### config.mk
export PLATFORM = sky130hd
export DESIGN_NAME = single_page_swap_controller
export DESIGN_NICKNAME = d
export VERILOG_FILES = /design/src/spsc_pkg.sv /design/src/spsc_ctrl.sv /design/src/spsc_datapath.sv /design/src/single_page_swap_controller.sv
export SDC_FILE = /design/constraint.sdc
export NUM_CORES = 1
export LEC_CHECK = 0
export ABC_AREA = 0
export BUFFER_PORTS_ARGS = -buffer_cell sky130_fd_sc_hd__buf_2
export CORE_MARGIN = 2
export CORE_UTILIZATION = 60
export CTS_CLUSTER_SIZE = 24
export DETAILED_ROUTE_END_ITERATION = 8
export HOLD_SLACK_MARGIN = 0.1
export MAX_ROUTING_LAYER = met4
export PLACE_DENSITY = 0.8
export SLEW_MARGIN = 20
export SYNTH_ARGS = -nofsm -noshare
export SYNTH_HDL_FRONTEND = slang
export SYNTH_SLANG_ARGS = --single-unit
export TNS_END_PERCENT = 5
### constraint.sdc
create_clock -name i_clk -period 7.1 [get_ports i_clk]
set_input_delay 0.355 -clock i_clk [delete_from_list [all_inputs] [get_ports i_clk]]
set_output_delay 0.355 -clock i_clk [all_outputs]
set_load 0.01 [all_outputs]
### src/spsc_pkg.sv
// ----------------------------------------------------------------------------
// spsc_pkg
// Shared types and codes of the single page swap controller.
// ----------------------------------------------------------------------------
`default_nettype none

package spsc_pkg;

    // result kinds
    localparam logic [1:0] KIND_MAP  = 2'd0;
    localparam logic [1:0] KIND_COPY = 2'd1;
    localparam logic [1:0] KIND_DONE = 2'd2;

    // configuration register indexes
    localparam logic [1:0] CFG_REGION_BASE   = 2'd0;
    localparam logic [1:0] CFG_SHADOW_OFFSET = 2'd1;
    localparam logic [1:0] CFG_RAM_BASE      = 2'd2;

    // reset values of the configuration registers
    localparam logic [15:0] RST_REGION_BASE   = 16'd17408;
    localparam logic [15:0] RST_SHADOW_OFFSET = 16'd8192;
    localparam logic [15:0] RST_RAM_BASE      = 16'd7168;

    typedef enum logic [3:0] {
        S_IDLE,
        S_RANGE,
        S_MUL,
        S_CORR,
        S_CHECK,
        S_SAVE,
        S_FILL,
        S_MAP,
        S_SCAN,
        S_DONE
    } t_state;

    // which result the datapath loads into the output register
    typedef enum logic [2:0] {
        EM_NONE,
        EM_SAVE,
        EM_FILL,
        EM_MAP,
        EM_SCAN,
        EM_DONE
    } t_emit;

    typedef struct packed {
        logic  load_in;
        logic  calc_range;
        logic  calc_mul;
        logic  calc_corr;
        t_emit emit;
        logic  scan_clr;
        logic  scan_inc;
    } t_cmd;

    typedef struct packed {
        logic in_region;
        logic miss;
        logic slot_free;
        logic scan_mark;
        logic scan_last;
    } t_stat;

endpackage

`default_nettype wire

### src/spsc_ctrl.sv
// ----------------------------------------------------------------------------
// spsc_ctrl
// Sequencer: divides the access into range, multiply and correct steps, then
// issues the result transactions of a hit, a miss or a commit walk.
// ----------------------------------------------------------------------------
`default_nettype none

module spsc_ctrl
    import spsc_pkg::*;
(
    input  wire   i_clk,
    input  wire   i_rst_n,
    input  wire   i_in_valid,
    input  wire   i_op,
    output logic  o_in_stall,
    input  t_stat i_stat,
    output t_cmd  o_cmd
);

    t_state r_state;
    t_state n_state;

    always_ff @(posedge i_clk) begin
        if (!i_rst_n) begin
            r_state <= S_IDLE;
        end else begin
            r_state <= n_state;
        end
    end

    assign o_in_stall = (r_state != S_IDLE);

    // next state
    always_comb begin
        n_state = r_state;
        unique case (r_state)
            S_IDLE: begin
                if (i_in_valid) begin
                    n_state = i_op ? S_SCAN : S_RANGE;
                end
            end
            S_RANGE: n_state = S_MUL;
            S_MUL:   n_state = S_CORR;
            S_CORR:  n_state = S_CHECK;
            S_CHECK: begin
                if (i_stat.in_region && i_stat.miss) begin
                    n_state = S_SAVE;
                end else begin
                    n_state = S_MAP;
                end
            end
            S_SAVE: begin
                if (i_stat.slot_free) n_state = S_FILL;
            end
            S_FILL: begin
                if (i_stat.slot_free) n_state = S_MAP;
            end
            S_MAP: begin
                if (i_stat.slot_free) n_state = S_IDLE;
            end
            S_SCAN: begin
                if ((!i_stat.scan_mark || i_stat.slot_free) && i_stat.scan_last) begin
                    n_state = S_DONE;
                end
            end
            S_DONE: begin
                if (i_stat.slot_free) n_state = S_IDLE;
            end
            default: n_state = S_IDLE;
        endcase
    end

    // commands
    always_comb begin
        o_cmd = '{load_in: 1'b0, calc_range: 1'b0, calc_mul: 1'b0, calc_corr: 1'b0,
                  emit: EM_NONE, scan_clr: 1'b0, scan_inc: 1'b0};
        unique case (r_state)
            S_IDLE: begin
                o_cmd.load_in  = i_in_valid;
                o_cmd.scan_clr = i_in_valid;
            end
            S_RANGE: o_cmd.calc_range = 1'b1;
            S_MUL:   o_cmd.calc_mul   = 1'b1;
            S_CORR:  o_cmd.calc_corr  = 1'b1;
            S_CHECK: ;
            S_SAVE:  o_cmd.emit = i_stat.slot_free ? EM_SAVE : EM_NONE;
            S_FILL:  o_cmd.emit = i_stat.slot_free ? EM_FILL : EM_NONE;
            S_MAP:   o_cmd.emit = i_stat.slot_free ? EM_MAP : EM_NONE;
            S_SCAN: begin
                if (i_stat.scan_mark) begin
                    o_cmd.emit     = i_stat.slot_free ? EM_SCAN : EM_NONE;
                    o_cmd.scan_inc = i_stat.slot_free;
                end else begin
                    o_cmd.scan_inc = 1'b1;
                end
            end
            S_DONE:  o_cmd.emit = i_stat.slot_free ? EM_DONE : EM_NONE;
            default: ;
        endcase
    end

    a_accept_leaves_idle: assert property (@(posedge i_clk) disable iff (!i_rst_n)
        (r_state == S_IDLE && i_in_valid) |=> (r_state != S_IDLE))
        else $error("accepted transaction did not start work");

    a_map_waits_for_slot: assert property (@(posedge i_clk) disable iff (!i_rst_n)
        (r_state == S_MAP && !i_stat.slot_free) |=> (r_state == S_MAP))
        else $error("final result dropped while output register was busy");

endmodule

`default_nettype wire

### src/spsc_datapath.sv
// ----------------------------------------------------------------------------
// spsc_datapath
// Configuration registers, page arithmetic, page marks and output register.
// ----------------------------------------------------------------------------
`default_nettype none

module spsc_datapath
    import spsc_pkg::*;
#(
    parameter int NUM_PAGES  = 8,
    parameter int PAGE_BYTES = 1024
) (
    input  wire         i_clk,
    input  wire         i_rst_n,
    input  wire         i_cfg_we,
    input  wire  [1:0]  i_cfg_idx,
    input  wire  [15:0] i_cfg_data,
    input  wire  [15:0] i_addr,
    input  t_cmd        i_cmd,
    output t_stat       o_stat,
    output logic        o_out_valid,
    input  wire         i_out_stall,
    output logic [1:0]  o_kind,
    output logic [15:0] o_copy_src,
    output logic [15:0] o_copy_dst,
    output logic [15:0] o_mapped_addr,
    output logic        o_last
);

    localparam int PW = $clog2(NUM_PAGES);
    localparam int OW = $clog2(PAGE_BYTES);
    // floor(2^16 / PAGE_BYTES): quotient estimate is exact or one low
    localparam int RECIP = 65536 / PAGE_BYTES;
    localparam logic [19:0] SPAN20 = 20'(NUM_PAGES * PAGE_BYTES);
    localparam logic [15:0] PB16   = 16'(PAGE_BYTES);
    localparam logic [PW-1:0] LAST_PAGE = PW'(NUM_PAGES - 1);

    logic [15:0]          r_base, r_shoff, r_ram;
    logic [15:0]          r_addr, r_diff;
    logic                 r_in_region;
    logic [PW-1:0]        r_q0, r_page, r_cur_page, r_scan;
    logic [OW-1:0]        r_off;
    logic [NUM_PAGES-1:0] r_marks;

    // configuration
    always_ff @(posedge i_clk) begin
        if (!i_rst_n) begin
            r_base  <= RST_REGION_BASE;
            r_shoff <= RST_SHADOW_OFFSET;
            r_ram   <= RST_RAM_BASE;
        end else if (i_cfg_we) begin
            unique case (i_cfg_idx)
                CFG_REGION_BASE:   r_base  <= i_cfg_data;
                CFG_SHADOW_OFFSET: r_shoff <= i_cfg_data;
                CFG_RAM_BASE:      r_ram   <= i_cfg_data;
                default: ;
            endcase
        end
    end

    // page arithmetic
    logic [15:0] diff;
    logic [31:0] prod;
    logic [15:0] qpb, rem;
    logic        rem_ge;

    assign diff   = r_addr - r_base;
    assign prod   = 32'(r_diff) * 32'(RECIP);
    assign qpb    = 16'(32'(r_q0) * 32'(PAGE_BYTES));
    assign rem    = r_diff - qpb;
    assign rem_ge = (rem >= PB16);

    always_ff @(posedge i_clk) begin
        if (i_cmd.load_in) r_addr <= i_addr;
        if (i_cmd.calc_range) begin
            r_diff      <= diff;
            r_in_region <= (r_addr >= r_base) && ({4'b0, diff} < SPAN20);
        end
        if (i_cmd.calc_mul) r_q0 <= prod[16 +: PW];
        if (i_cmd.calc_corr) begin
            r_page <= rem_ge ? r_q0 + PW'(1) : r_q0;
            r_off  <= rem_ge ? OW'(rem - PB16) : OW'(rem);
        end
    end

    // home address of the page picked by the pending result
    logic [PW-1:0] hp;
    logic [15:0]   home, shadow;

    always_comb begin
        case (i_cmd.emit)
            EM_SAVE: hp = r_cur_page;
            EM_FILL: hp = r_page;
            default: hp = r_scan;
        endcase
    end

    assign home   = r_base + 16'(32'(hp) * 32'(PAGE_BYTES));
    assign shadow = home + r_shoff;

    // page state
    always_ff @(posedge i_clk) begin
        if (!i_rst_n) begin
            r_cur_page <= '0;
            r_marks    <= '0;
            r_scan     <= '0;
        end else begin
            if (i_cmd.emit == EM_SAVE) r_marks[r_cur_page] <= 1'b1;
            if (i_cmd.emit == EM_FILL) r_cur_page <= r_page;
            if (i_cmd.scan_clr) begin
                r_scan <= '0;
            end else if (i_cmd.scan_inc && r_scan != LAST_PAGE) begin
                r_scan <= r_scan + PW'(1);
            end
        end
    end

    // output register
    logic slot_free;
    assign slot_free = !o_out_valid || !i_out_stall;

    always_ff @(posedge i_clk) begin
        if (!i_rst_n) begin
            o_out_valid <= 1'b0;
        end else if (i_cmd.emit != EM_NONE) begin
            o_out_valid <= 1'b1;
        end else if (!i_out_stall) begin
            o_out_valid <= 1'b0;
        end
    end

    always_ff @(posedge i_clk) begin
        case (i_cmd.emit)
            EM_SAVE: begin
                o_kind <= KIND_COPY; o_copy_src <= r_ram; o_copy_dst <= shadow;
                o_mapped_addr <= '0; o_last <= 1'b0;
            end
            EM_FILL: begin
                o_kind <= KIND_COPY;
                o_copy_src <= r_marks[r_page] ? shadow : home;
                o_copy_dst <= r_ram; o_mapped_addr <= '0; o_last <= 1'b0;
            end
            EM_MAP: begin
                o_kind <= KIND_MAP; o_copy_src <= '0; o_copy_dst <= '0;
                o_mapped_addr <= r_in_region ? r_ram + 16'(r_off) : r_addr;
                o_last <= 1'b1;
            end
            EM_SCAN: begin
                o_kind <= KIND_COPY; o_copy_src <= shadow; o_copy_dst <= home;
                o_mapped_addr <= '0; o_last <= 1'b0;
            end
            EM_DONE: begin
                o_kind <= KIND_DONE; o_copy_src <= '0; o_copy_dst <= '0;
                o_mapped_addr <= '0; o_last <= 1'b1;
            end
            default: ;
        endcase
    end

    assign o_stat = '{in_region: r_in_region,
                      miss:      (r_page != r_cur_page),
                      slot_free: slot_free,
                      scan_mark: r_marks[r_scan],
                      scan_last: (r_scan == LAST_PAGE)};

    a_emit_into_free_slot: assert property (@(posedge i_clk) disable iff (!i_rst_n)
        (i_cmd.emit != EM_NONE) |-> (!o_out_valid || !i_out_stall))
        else $error("result loaded over a stalled transaction");

    a_save_marks_page: assert property (@(posedge i_clk) disable iff (!i_rst_n)
        (i_cmd.emit == EM_SAVE) |=> r_marks[$past(r_cur_page)])
        else $error("saved page not marked as held in shadow");

endmodule

`default_nettype wire

### src/single_page_swap_controller.sv
// ----------------------------------------------------------------------------
// single_page_swap_controller
// Pages a nonvolatile region through one RAM page buffer: translates access
// addresses, emits save/fill copy commands on a page miss, and walks the
// shadow marks on a commit.
// ----------------------------------------------------------------------------
//
//  channel  direction  handshake                fields
//  -------  ---------  -----------------------  ----------------------------------
//  in       sink       i_in_valid / o_in_stall  i_op, i_addr
//  out      source     o_out_valid / i_out_stall o_kind, o_copy_src, o_copy_dst,
//                                               o_mapped_addr, o_last
//  cfg      sink       i_cfg_we                 i_cfg_idx, i_cfg_data
//
//  Access transaction: the range / reciprocal-multiply / correct steps of the
//  page divide, a check, save and fill copies on an in-region miss, then the map.
//  Commit: one page mark checked per cycle; a marked page waits for a free slot.
//  One transaction is worked at a time; the next is taken while the last
//  result still sits in the output register.
//  Synchronous active-low reset: page 0 current, all marks cleared, config
//  registers back to their defaults. Output stalls hold the sequencer.
// ----------------------------------------------------------------------------
`default_nettype none

module single_page_swap_controller
    import spsc_pkg::*;
#(
    parameter int NUM_PAGES  = 8,
    parameter int PAGE_BYTES = 1024
) (
    input  wire         i_clk,
    input  wire         i_rst_n,
    // configuration
    input  wire         i_cfg_we,
    input  wire  [1:0]  i_cfg_idx,
    input  wire  [15:0] i_cfg_data,
    // request channel
    input  wire         i_in_valid,
    output logic        o_in_stall,
    input  wire         i_op,
    input  wire  [15:0] i_addr,
    // result channel
    output logic        o_out_valid,
    input  wire         i_out_stall,
    output logic [1:0]  o_kind,
    output logic [15:0] o_copy_src,
    output logic [15:0] o_copy_dst,
    output logic [15:0] o_mapped_addr,
    output logic        o_last
);

    t_cmd  cmd;
    t_stat stat;

    // sequencer
    spsc_ctrl u_ctrl (
        .i_clk      (i_clk),
        .i_rst_n    (i_rst_n),
        .i_in_valid (i_in_valid),
        .i_op       (i_op),
        .o_in_stall (o_in_stall),
        .i_stat     (stat),
        .o_cmd      (cmd)
    );

    // address math, page marks, output register
    spsc_datapath #(
        .NUM_PAGES  (NUM_PAGES),
        .PAGE_BYTES (PAGE_BYTES)
    ) u_datapath (
        .i_clk         (i_clk),
        .i_rst_n       (i_rst_n),
        .i_cfg_we      (i_cfg_we),
        .i_cfg_idx     (i_cfg_idx),
        .i_cfg_data    (i_cfg_data),
        .i_addr        (i_addr),
        .i_cmd         (cmd),
        .o_stat        (stat),
        .o_out_valid   (o_out_valid),
        .i_out_stall   (i_out_stall),
        .o_kind        (o_kind),
        .o_copy_src    (o_copy_src),
        .o_copy_dst    (o_copy_dst),
        .o_mapped_addr (o_mapped_addr),
        .o_last        (o_last)
    );

endmodule

`default_nettype wire

Word level (Yosys, flattened, before mapping)
Cells that the tools add are included.

Output and inout bits: 53. Bits of input ports: 40. Register bits after elaboration: 167.

Add/sub/neg operators: 8. Bitwise gates (word level): 2. Equal/unequal tests: 25. $lt $le $gt $ge: 7. Reductions and logical operators: 27. Mux-type cells: 39.

Operators with widths (number): 16-bit case mux with 4 select lines (2); 4-bit case mux with 9 select lines (1); 16-bit two-way mux (2); 16-bit case mux with 2 select lines (1); 4-bit two-way mux (6); 16-bit by 10-bit adder with 16-bit output (1); 16-bit by 13-bit adder with 16-bit output (1); 16-bit adder (1); 4-bit by 3-bit equality test with 1-bit output (second input constant) (4); 16-bit by 11-bit greater-or-equal comparator with 1-bit output (second input constant) (1); 16-bit greater-or-equal comparator (1); 16-bit by 14-bit less-than comparator with 1-bit output (second input constant) (1); 16-bit by 13-bit subtractor with 16-bit output (1); 16-bit subtractor (1); 3-bit case mux with 5 select lines (1); 3-bit by 4-bit less-than comparator with 1-bit output (second input constant) (3); 1-bit two-way mux (12); 3-bit two-way mux (4); 10-bit two-way mux (1); 2-bit by 1-bit != test with 1-bit output (second input constant) (5); 10-bit by 1-bit subtractor with 10-bit output (second input constant) (1); 3-bit equality test (second input constant) (3); 4-bit by 2-bit equality test with 1-bit output (second input constant) (2); 4-bit equality test (second input constant) (2); other kinds (31) (50).

Logic depth before layout (Yosys ltp)
Gate-level depths: netlist of the first run.

Depth after elaboration: 11. Depth in mapped cells: 20. Mapped depth without buffers: 19.

Modules after synthesis
From an unflattened synthesis of the first run, not the netlist that was laid out.

Cell total of the unflattened synthesis: 931. Area, all modules: 9270.1 µm².

By module, submodules not included: spsc_datapath (area an instance 8854.7 µm², sequential area each 4264.1 µm², cells an instance 876, times used 1); spsc_ctrl (area an instance 415.4 µm², sequential area each 80.1 µm², cells an instance 55, times used 1).

Worst setup path after synthesis of the first run
Ideal clock, no wire load.

Kind: register to register. From: register u_ctrl.r_state[1]. To: register u_datapath.o_copy_src[15] (data pin). Setup time: 0.262 ns. Required time: 6.838 ns. Path slack: 2.877 ns. Arrival time: 3.962 ns. Cell stages (with the launch flop): 21. Cells stage by stage: dfxtp_1 clkbuf_1 and3b_1 and2_0 clkbuf_1 buf_1 nand2_1 nand3_1 ha_1 inv_1 fa_1 nor2b_1 o21ai_0 xnor2_1 ha_1 and2_1 a22o_1 a31oi_1 o211ai_1 a31oi_1 o21ai_0.

Word-level cells in the longest chain between the ends: 8. Elaborated cells between the ends (all ways): 17.

Ends and longest elaborated chain: from (decl) (RTL line spsc_ctrl.sv:20) `t_state r_state;`; from (signal assigned) (RTL line spsc_ctrl.sv:27) `r_state <= n_state;`; 4-bit equality test / 4-bit by 3-bit equality test with 1-bit output (equally long branches) (RTL line spsc_ctrl.sv:77) `unique case (r_state)`; 3-bit case mux with 5 select lines (*) (RTL line spsc_ctrl.sv:77); 3-bit by 2-bit equality test with 1-bit output / 3-bit by 1-bit equality test with 1-bit output (equally long branches) (RTL line spsc_datapath.sv:91, spsc_datapath.sv:133); 3-bit case mux with 2 select lines (RTL line spsc_datapath.sv:91) `case (i_cmd.emit)`; 16-bit by 13-bit adder with 16-bit output (RTL line spsc_datapath.sv:98) `assign home = r_base + 16'(32'(hp) * 32'(PAGE_BYTES));`; 16-bit adder (RTL line spsc_datapath.sv:99) `assign shadow = home + r_shoff;`; 16-bit two-way mux (RTL line spsc_datapath.sv:140) `o_copy_src <= r_marks[r_page] ? shadow : home;`; 16-bit case mux with 4 select lines (*) (RTL line spsc_datapath.sv:133) `case (i_cmd.emit)`; to (signal assigned) (RTL line spsc_datapath.sv:140); to (decl) (RTL line spsc_datapath.sv:24) `output logic [15:0] o_copy_src,`.

Every way passes the cells marked *; elsewhere a longest branch is shown, timed or not. A chain may end at the register's enable or synchronous reset.

Worst setup path after layout of the first run
From: register u_ctrl.r_state[2]. To: register u_datapath.o_copy_src[15] (data pin).

Same word-level chain as after synthesis.

==> results of run 1 <==
==> through the flow <==
step	area [sq um]	hold WS [ns]	std cells	total power [uW]
2_1_floorplan	9270	0.400	959	1870
3_3_place_gp	9850	0.401	1201	2080
3_5_place_dp	9850	0.405	1201	2100
4_1_cts	10600	0.174	1249	2990
5_1_grt	10600	0.186	1249	3140
6_report	10600	0.183	1249	3000
==> flip-flops by register name (all words and copies together), names as in the netlist, 4 cells and up <==
name / cells
u_datapath.r_off: 10
u_datapath.r_base: 16
u_datapath.o_copy_dst: 16
u_datapath.o_copy_src: 16
u_ctrl.r_state: 4
u_datapath.o_mapped_addr: 16
u_datapath.r_ram: 16
u_datapath.r_addr: 16
u_datapath.r_diff: 16
u_datapath.r_shoff: 16
u_datapath.r_marks: 8
==> report_power, final <==
part	switching (uW)	internal [uW]
combinational	483	308
sequential	86.7	1220
clock	383	518
==> kinds of logic after synthesis <==
kind of cell	Yosys count	share of synthesized area, %
flip-flops	167	46.8
buffers and inverters	93	3.83
XOR/XNOR	33	3.12
AO/OA/AOI/OAI	269	19.4
adder cells (fa/ha/maj)	56	7.96
AND/OR/NAND/NOR	325	16.5
multiplexers	16	2.35
==> worst min-delay path by stage <==
stage	start	to	slack (ns)	cells after the start
floorplan	u_datapath.r_diff[0]	u_datapath.r_off[0]	0.40	0
global placement	u_datapath.r_diff[5]	u_datapath.r_off[5]	0.40	0
detailed placement	u_datapath.r_diff[3]	u_datapath.r_off[3]	0.40	0
CTS	i_cfg_data[1]	u_datapath.r_base[1]	0.17	3
global route	i_cfg_data[1]	u_datapath.r_shoff[1]	0.19	3
finish	i_cfg_data[1]	u_datapath.r_base[1]	0.18	3
==> layout by cell type (no fill, tap or decap), types with 6 or more instances in the layout <==
cell / Yosys / final
nand2_1: 139 / 139
buf_2: 5 / 92
a221o_1: 6 / 6
nor2b_1: 15 / 15
a211oi_1: 13 / 13
ha_1: 51 / 51
o21ai_0: 51 / 51
and3_1: 10 / 10
a31oi_1: 11 / 11
o211ai_1: 14 / 14
xnor2_1: 20 / 20
nand3_1: 24 / 24
xor2_1: 13 / 13
a21o_1: 14 / 14
a21oi_1: 77 / 77
nor3_1: 22 / 21
o21a_1: 13 / 13
nor2_1: 61 / 60
or2_2: 6 / 6
a22oi_1: 18 / 18
mux2i_1: 12 / 12
edfxtp_1: 100 / 100
clkbuf_16: 0 / 18
inv_1: 48 / 48
nand2b_1: 8 / 8
dfxtp_1: 67 / 67
a222oi_1: 6 / 6
dlygate4sd3_1: 0 / 16
==> per-layer routing <==
metal	share of wire [%]	GRT usage [%]	routed length, microns
met5	0	-	0
met4	3.2	12.2	735
met3	7.3	4.51	1690
met2	44	44.0	10200
met1	45	40.2	10400
==> worst max-delay path: cells and delay by family, from the launching register on <==
| family | cells | cell delay (ns) |
|---|---|---|
| compound gates | 8 | 1.63 |
| flops | 1 | 0.55 |
| simple gates | 5 | 0.95 |
| buf+inv | 2 | 0.42 |
| xor+xnor | 1 | 0.21 |
| fa+ha+maj | 2 | 0.67 |
==> timing repair <==
| action | CTS | global route |
|---|---|---|
| hold buffers | 16 | 0 |
| endpoints found under the setup margin | 0 | 0 |
| hold endpoints to repair | 16 | 0 |
==> cell type report <==
type / count / area (sq um)
Sequential cell: 167 / 4340
Tap cell: 188 / 235
Timing Repair Buffer: 113 / 658
Inverter: 50 / 188
Clock buffer: 24 / 523
Multi-Input combinational cell: 699 / 4590
Fill cell: 1149 / 4550
Clock inverter: 8 / 57.6
==> out/metrics.yaml, run 1 <==
rr_endpoint: "u_datapath.o_copy_src[15]"
slew_headroom_pct: 23.6
synth_top_area_cell: "edfxtp_1"
synth_seq_area_share_pct: 46.8
period_share_pct: 65.6
syn_avg_cell_area_sq_um: 9.67
synth_edf_count: 100
cp_max_fo: 23
synth_top_area_share_pct: 32.4
clk_latency_ns: 0.44
syn_nets: 1055
worst_pin_slew_ns: 1.14
ys_warn_count: 0
path_class: "register to register"
tns_ns: 0
cp_data_required_time_ns: 7.29
drive_gt1_share_pct: 14.2
num_vias: 7729
status: "completed"
place_ws_ns: 2.54
area_delta_synth_final_pct: 14.3
gp_congestion: 0.921
hp-class: "input port to register"
place_hpwl_microns: 16800
startpoint: "u_ctrl.r_state[2]"
fin_nets: 1144
ctsHtreeMaxLevel: 4
vias_per_cell: 6.19
cts_resized: 0
grt_pass1_wl_microns: 36100
rows: 45
final-hold-violation-count: 0
cp-start-kind: "register"
wl_per_cell_microns: 18.4
crit_path_end: "u_datapath.o_copy_src[15]"
routed_wl_microns: 23000
grt.overflow.total: 0
clk_pin_slew_ns: 0.07
rr_worst_depth: 18
syn_area_sq_um: 9270
numCtsBuffers: 17
die_area_sq_um: 16500
end_kind: "register"
peakVddDrop_mv: 0.220
post-cts-setup-buffers: 0
async_flop_share_pct: 0
first_iter_violations: 837
cts_max_path_buffers: 2
coreArea_sq_um: 15100
cp_slowest_cell: "dfxtp_1"
globalRouteTotalUtil_pct: 29.4
syn_inst: 959
cp_cell_sequence: "nor2b_1 -> and3b_1 -> and2_0 -> buf_4 -> nor2_1 -> a221o_1 -> ha_1 -> a21o_1 -> a21oi_1 -> xnor2_1 -> inv_1 -> ha_1 -> and2_1 -> a22o_1 -> a31oi_1 -> o211ai_1 -> a31oi_1 -> o21ai_0"
io_buffers: 92
synth_area_leaders: "edfxtp_1 (32%), dfxtp_1 (14%), ha_1 (6.9%)"
ys_top_cells_by_count: "nand2_1 (139), edfxtp_1 (100), a21oi_1 (77), dfxtp_1 (67), nor2_1 (61)"
utilization_pct: 70.0
yosysUniqueCellTypes: 76
powerDensity_nw_per_um2: 283
fin_worst_skew_ns: 0.00713
setup_ws_ns: 2.44
cp_slowest_stage_delay_ns: 0.55
fin_crit_ns: 4.66
crit_arrival_ns: 4.84
root_buffer: "clkbuf_16"
first_global_vias: 7177
yosysMostFrequentCell: "nand2_1"
setup_viol: 0
antenna_found_initial: 0
timing.rr.start: "u_ctrl.r_state[2]"
cellLeakagePower_uw: 0.00420
cts_tree: "done"
drc_errors: 0
die_height_microns: 128
fmax_mhz: 215
clock-sinks: 167
drv_slew: 0
diodes: 0
synth-seq-cells: 167
drv_cap: 0
dieWidth_microns: 128
grt_max_degree: 54
first_pass_iters: 5
initial_core_util_pct: 61.2
rsz0062_at_grt: "false"
top_level_ports: 93
reg2reg_slack_ns: 2.44
synth_ff_type: "edfxtp_1"
postRouteAntennaNets: 0
Power figures use the tool's default switching activity.
==> run 2, diff against run 1 <==
CORE_UTILIZATION = 54   (was 60)
PLACE_DENSITY = 0.76   (was 0.8)
clock period = 4.25 ns   (was 7.1 ns; I/O delays follow)
==> out/metrics.yaml, run 2 (same netlist as run 1, synthesis figures left out) <==
grt_max_degree: 54  # unchanged
cp_max_fo: 4  # -83%
hp-class: "input port to register"
fin_crit_ns: 4.01  # -0.648 ns
rows: 47  # +4.4%
slew_headroom_pct: 28.6  # +5.0 points
final_cell_mix: "nand2_1 (139), edfxtp_1 (100), buf_2 (92)"
fin_worst_skew_ns: 0.00787  # +0.000737 ns
first_global_vias: 7105  # -1.0%
rsz0062_at_grt: "false"
final-hold-violation-count: 0  # unchanged
vias_per_cell: 5.98  # -3.3%
die_area_sq_um: 18200  # +11%
place_ws_ns: 0.245  # -2.30 ns
area_delta_synth_final_pct: 17.2
fin_nets: 1167  # +2.0%
clk_pin_slew_ns: 0.06  # about the same
gp_congestion: 0.911  # -1.2%
cellLeakagePower_uw: 0.00431  # +2.5%
cp-start-kind: "register"
globalRouteTotalUtil_pct: 26.7  # -2.7 points
setup_viol: 0  # unchanged
reg2reg_slack_ns: 0.24  # -2.20 ns
crit_arrival_ns: 4.18  # -0.66 ns
final_common_cell: "nand2_1"
powerDensity_nw_per_um2: 465  # +64%
path_class: "register to register"
utilization_pct: 65.1  # -4.9 points
numCtsBuffers: 17  # unchanged
tns_ns: 0  # unchanged
root_buffer: "clkbuf_16"
worst_pin_slew_ns: 1.07  # -0.0754 ns
routed_wl_microns: 23100  # +0.74%
cts_tree: "done"
peakVddDrop_mv: 0.317  # +44%
top_level_ports: 93  # unchanged
grt.overflow.total: 0  # unchanged
drc_errors: 0  # unchanged
wl_per_cell_microns: 17.7  # -3.5%
drv_cap: 0  # unchanged
drv_slew: 0  # unchanged
postRouteAntennaNets: 0  # unchanged
place_hpwl_microns: 16900  # +0.33%
end_kind: "register"
clock-sinks: 167  # unchanged
dieWidth_microns: 135  # +5.2%
initial_core_util_pct: 55.5  # -5.7 points
coreArea_sq_um: 16700  # +10%
ctsHtreeMaxLevel: 4  # unchanged
first_iter_violations: 838  # +0.12%
cts_max_path_buffers: 2  # unchanged
cp_data_required_time_ns: 4.43  # -2.86 ns
clk_latency_ns: 0.43  # about the same
io_buffers: 92  # unchanged
antenna_found_initial: 0  # unchanged
drive_gt1_share_pct: 14.8  # +0.53 points
first_pass_iters: 6  # +1
fmax_mhz: 250  # +16%
num_vias: 7804  # +0.97%
die_height_microns: 135  # +5.2%
grt_pass1_wl_microns: 36700  # +1.4%
status: "completed"
diodes: 0  # unchanged
setup_ws_ns: 0.243  # -2.20 ns
period_share_pct: 94.3  # +29 points
-- run 2: cell types whose count changed in the layout (fill, tap and decap cells not counted), moves of 2 or more --
cell           before  now
buf_4               5   11
clkbuf_8            5    3
dlygate4sd3_1      16   33
nor2b_1            15   13
nor2b_2             0    2
-- run 2: per-layer routing --
| metal | GRT usage [%] | part of all wire (%) |
|---|---|---|
| met3 | 4.17 | 6.7 |
| met4 | 8.45 | 1.6 |
| met2 | 40.6 | 46 |
| met1 | 37.0 | 46 |
| met5 | - | 0 |
-- run 2: worst max-delay path: stages (launching register included) --
cell and delay (ns):
dfxtp_1 0.31, nor2b_2 0.16, and3b_1 0.19, and2_1 0.19, nor2_2 0.17, nand2_1 0.07, nand3_1 0.10, ha_1 0.19
inv_1 0.07, fa_1 0.54, inv_1 0.06, ha_1 0.34, a21oi_1 0.33, nand2_1 0.20, a21oi_1 0.17, o21ba_2 0.17
xor2_1 0.15, a221o_1 0.34
-- run 2: repair_timing --
item / in CTS / in global routing
gates resized for setup: 0 / 6
setup endpoints to repair: 0 / 3
hold buffers: 33 / 0
hold endpoints to repair: 65 / 0
buffers inserted: 0 / 0
-- run 2: cell type report --
type | instances | area, sq um
clock buffer | 23 | 520
multi-input combinational | 699 | 4610
fill | 1359 | 5830
sequential | 167 | 4340
clock inverter | 9 | 61.3
timing repair buffer | 136 | 873
tap | 220 | 275
inverter | 50 | 188
-- run 2: stage by stage --
step,instance area (sq um),hold WS [ns],power [uW],cells
after detailed placement,9930,0.391,3520,1239
after floorplan,9270,0.311,3120,959
after global routing,10900,0.127,5310,1304
after global placement,9930,0.389,3490,1239
after CTS,10800,0.120,5050,1304
final,10900,0.132,5050,1304
-- run 2: worst paths after layout --
| check | start | end | depth (start not counted) |
|---|---|---|---|
| setup / recovery | u_ctrl.r_state[2] | u_datapath.o_copy_src[13] | 17 |
| hold / removal | i_rst_n | u_datapath.r_ram[11] | 2 |
| setup reg to reg | u_ctrl.r_state[2] | u_datapath.o_copy_src[13] | 17 |
| hold reg to reg | u_datapath.r_diff[9] | u_datapath.r_off[9] | 0 |
-- run 2: report_power, final --
part	switching, uW	internal [uW]	leakage, uW
clock	648	866	0.000292
sequential	116	2040	0.00146
combinational	836	544	0.00255
total	1600	3450	0.00431
==> run 3, diff against run 2 <==
CORE_UTILIZATION = 60   (was 54)
PLACE_DENSITY = 0.8   (was 0.76)
clock period = 3.8 ns   (was 4.25 ns; I/O delays follow)
==> out/metrics.yaml, run 3 (same netlist as run 1, synthesis figures left out) <==
status: "completed"
hp-start: "i_cfg_idx[0]"
rows: 45  # -4.3%
die_area_sq_um: 16500  # -9.7%
first_pass_iters: 7  # +1
powerDensity_nw_per_um2: 514  # +11%
postRouteAntennaNets: 0  # unchanged
clk_pin_slew_ns: 0.07  # about the same
holdPathEnd: "u_datapath.r_base[5]"
place_hpwl_microns: 16400  # -2.8%
place_ws_ns: 0.0280  # -0.217 ns
grt_use_met3_pct: 3.96  # -0.20 points
reg2reg_slack_ns: 0.11  # -0.13 ns
drv_slew: 0  # unchanged
area_delta_synth_final_pct: 18.4
vias_per_cell: 6.11  # +2.1%
rr_worst_depth: 18  # +1
cp_slowest_stage_delay_ns: 0.38  # -0.16 ns
setup_viol: 0  # unchanged
io_buffers: 92  # unchanged
diodes: 0  # unchanged
fin_crit_ns: 3.69  # -0.320 ns
cts_max_path_buffers: 2  # unchanged
cp_cell_sequence: "nor2b_4 -> and3b_2 -> and2_4 -> nor2_4 -> a221o_1 -> ha_4 -> a21o_1 -> a21oi_2 -> xnor2_2 -> inv_2 -> buf_4 -> ha_4 -> and2_4 -> a22o_1 -> a31oi_2 -> o211ai_1 -> a31oi_1 -> o21ai_1"
top_level_ports: 93  # unchanged
use_met1_pct: 39.9  # +2.9 points
fin_hold_ws_ns: 0.197  # +0.0653 ns
ctsHtreeMaxLevel: 4  # unchanged
final_area_sq_um: 11000  # +0.99%
rsz0062_at_grt: "true"
initial_core_util_pct: 61.2  # +5.7 points
fmax_mhz: 271  # +8.7%
dpl-instance-area_sq_um: 9960  # +0.25%
final-hold-violation-count: 0  # unchanged
rr_endpoint: "u_datapath.o_copy_src[15]"
drc_errors: 0  # unchanged
first_global_vias: 7045  # -0.84%
globalRouteTotalUtil_pct: 28.7  # +2.0 points
cp_max_fo: 4  # unchanged
drive_gt1_share_pct: 17.0  # +2.2 points
crit_arrival_ns: 3.86  # -0.32 ns
clk_latency_ns: 0.43  # about the same
final_common_cell: "nand2_1"
numCtsBuffers: 17  # unchanged
die_height_microns: 128  # -5.0%
cts_tree: "done"
grt_busiest_layer: "met2"
path_class: "register to register"
worst_pin_slew_ns: 1.04  # -0.0224 ns
peakVddDrop_mv: 0.326  # +2.8%
dieWidth_microns: 128  # -5.0%
grt_max_degree: 54  # unchanged
period_share_pct: 97.0  # +2.7 points
hp-class: "input port to register"
met2_usage_pct: 43.0  # +2.5 points
grt_pass1_wl_microns: 35600  # -2.8%
root_buffer: "clkbuf_16"
drv_cap: 0  # unchanged
dp_cells: 1213  # -2.1%
clock-sinks: 167  # unchanged
coreArea_sq_um: 15100  # -9.3%
timing.rr.start: "u_ctrl.r_state[2]"
fin_worst_skew_ns: 0.0121  # +0.00419 ns
slew_headroom_pct: 30.1  # +1.5 points
wl_per_cell_microns: 17.8  # +0.46%
cp_data_required_time_ns: 3.97  # -0.46 ns
gp_congestion: 0.945  # +3.8%
cp_slowest_cell: "a221o_1"
setup_ws_ns: 0.113  # -0.130 ns
final_cell_mix: "nand2_1 (138), edfxtp_1 (100), buf_2 (92)"
cellLeakagePower_uw: 0.00436  # +1.1%
fillers: 1064  # -22%
layout.cells.non_filler: 1282  # -1.7%
cp-start-kind: "register"
antenna_found_initial: 0  # unchanged
routed_wl_microns: 22800  # -1.2%
holdPathStages: 4  # +2
fin_nets: 1177  # +0.86%
first_iter_violations: 763  # -8.9%
num_vias: 7835  # +0.40%
grt.overflow.total: 0  # unchanged
end_kind: "register"
run 3: cell types whose count changed in the layout (fill, tap and decap cells not counted), moves of 3 or more:
cell and change:
ha_4 +3, ha_1 -4, clkbuf_8 -3, buf_4 +8
run 3: how the worst max path moves through the flow:
stage | cells past startpoint | start | to | slack, ns
6_report | 18 | u_ctrl.r_state[2] | u_datapath.o_copy_src[15] | 0.11
5_1_grt | 18 | u_ctrl.r_state[2] | u_datapath.o_copy_src[15] | -0.05
4_1_cts | 16 | u_ctrl.r_state[2] | u_datapath.o_copy_dst[14] | 0.01
3_5_place_dp | 19 | u_ctrl.r_state[2] | u_datapath.o_copy_src[15] | 0.03
3_3_place_gp | 17 | u_ctrl.r_state[2] | u_datapath.o_copy_dst[14] | 0.11
2_1_floorplan | 17 | u_ctrl.r_state[1] | u_datapath.o_copy_dst[14] | 0.02
run 3: metal layers:
| layer | vias up | routed length, microns |
|---|---|---|
| met5 | - | 0 |
| met4 | 0 | 550 |
| met3 | 38 | 1630 |
| met2 | 330 | 10400 |
| met1 | 3680 | 10300 |
| li1 | 3787 | - |
run 3: power breakdown:
part	total, uW	switching [uW]	leakage, uW	internal [uW]
Combinational	1580	958	0.00261	624
Sequential	2410	124	0.00146	2280
Clock	1650	729	0.000282	922
Total	5640	1810	0.00436	3830
run 3: repair_timing:
item	CTS	global route
hold endpoints to repair	65	0
hold buffers	34	0
setup buffers	0	3
gates resized for setup	0	18
endpoints found under the setup margin	0	6
run 3: critical path: cells and delay by family (launching register included):
| kind | cells | cell delay (ns) |
|---|---|---|
| buf+inv | 2 | 0.21 |
| fa+ha+maj | 2 | 0.46 |
| compound gates | 8 | 1.53 |
| flops | 1 | 0.33 |
| simple gates | 5 | 0.74 |
| xor+xnor | 1 | 0.15 |
run 3: metrics by stage:
step | setup TNS, ns | power [uW] | util, %
floorplan | 0 | 3500 | -
global placement | 0 | 3910 | 65.7
detailed placement | 0 | 3940 | 65.7
CTS | 0 | 5610 | 71.7
global route | -0.0769 | 5900 | 72.5
finish | 0 | 5640 | 72.5
run 3: final cells by class:
type / instances / area [sq um] / area share, %
Tap cell: 188 / 235 / 2.14
Sequential cell: 167 / 4350 / 39.6
Timing Repair Buffer: 146 / 955 / 8.70
Multi-Input combinational cell: 699 / 4690 / 42.7
Inverter: 50 / 188 / 1.71
Clock inverter: 12 / 82.6 / 0.752
Clock buffer: 20 / 480 / 4.38
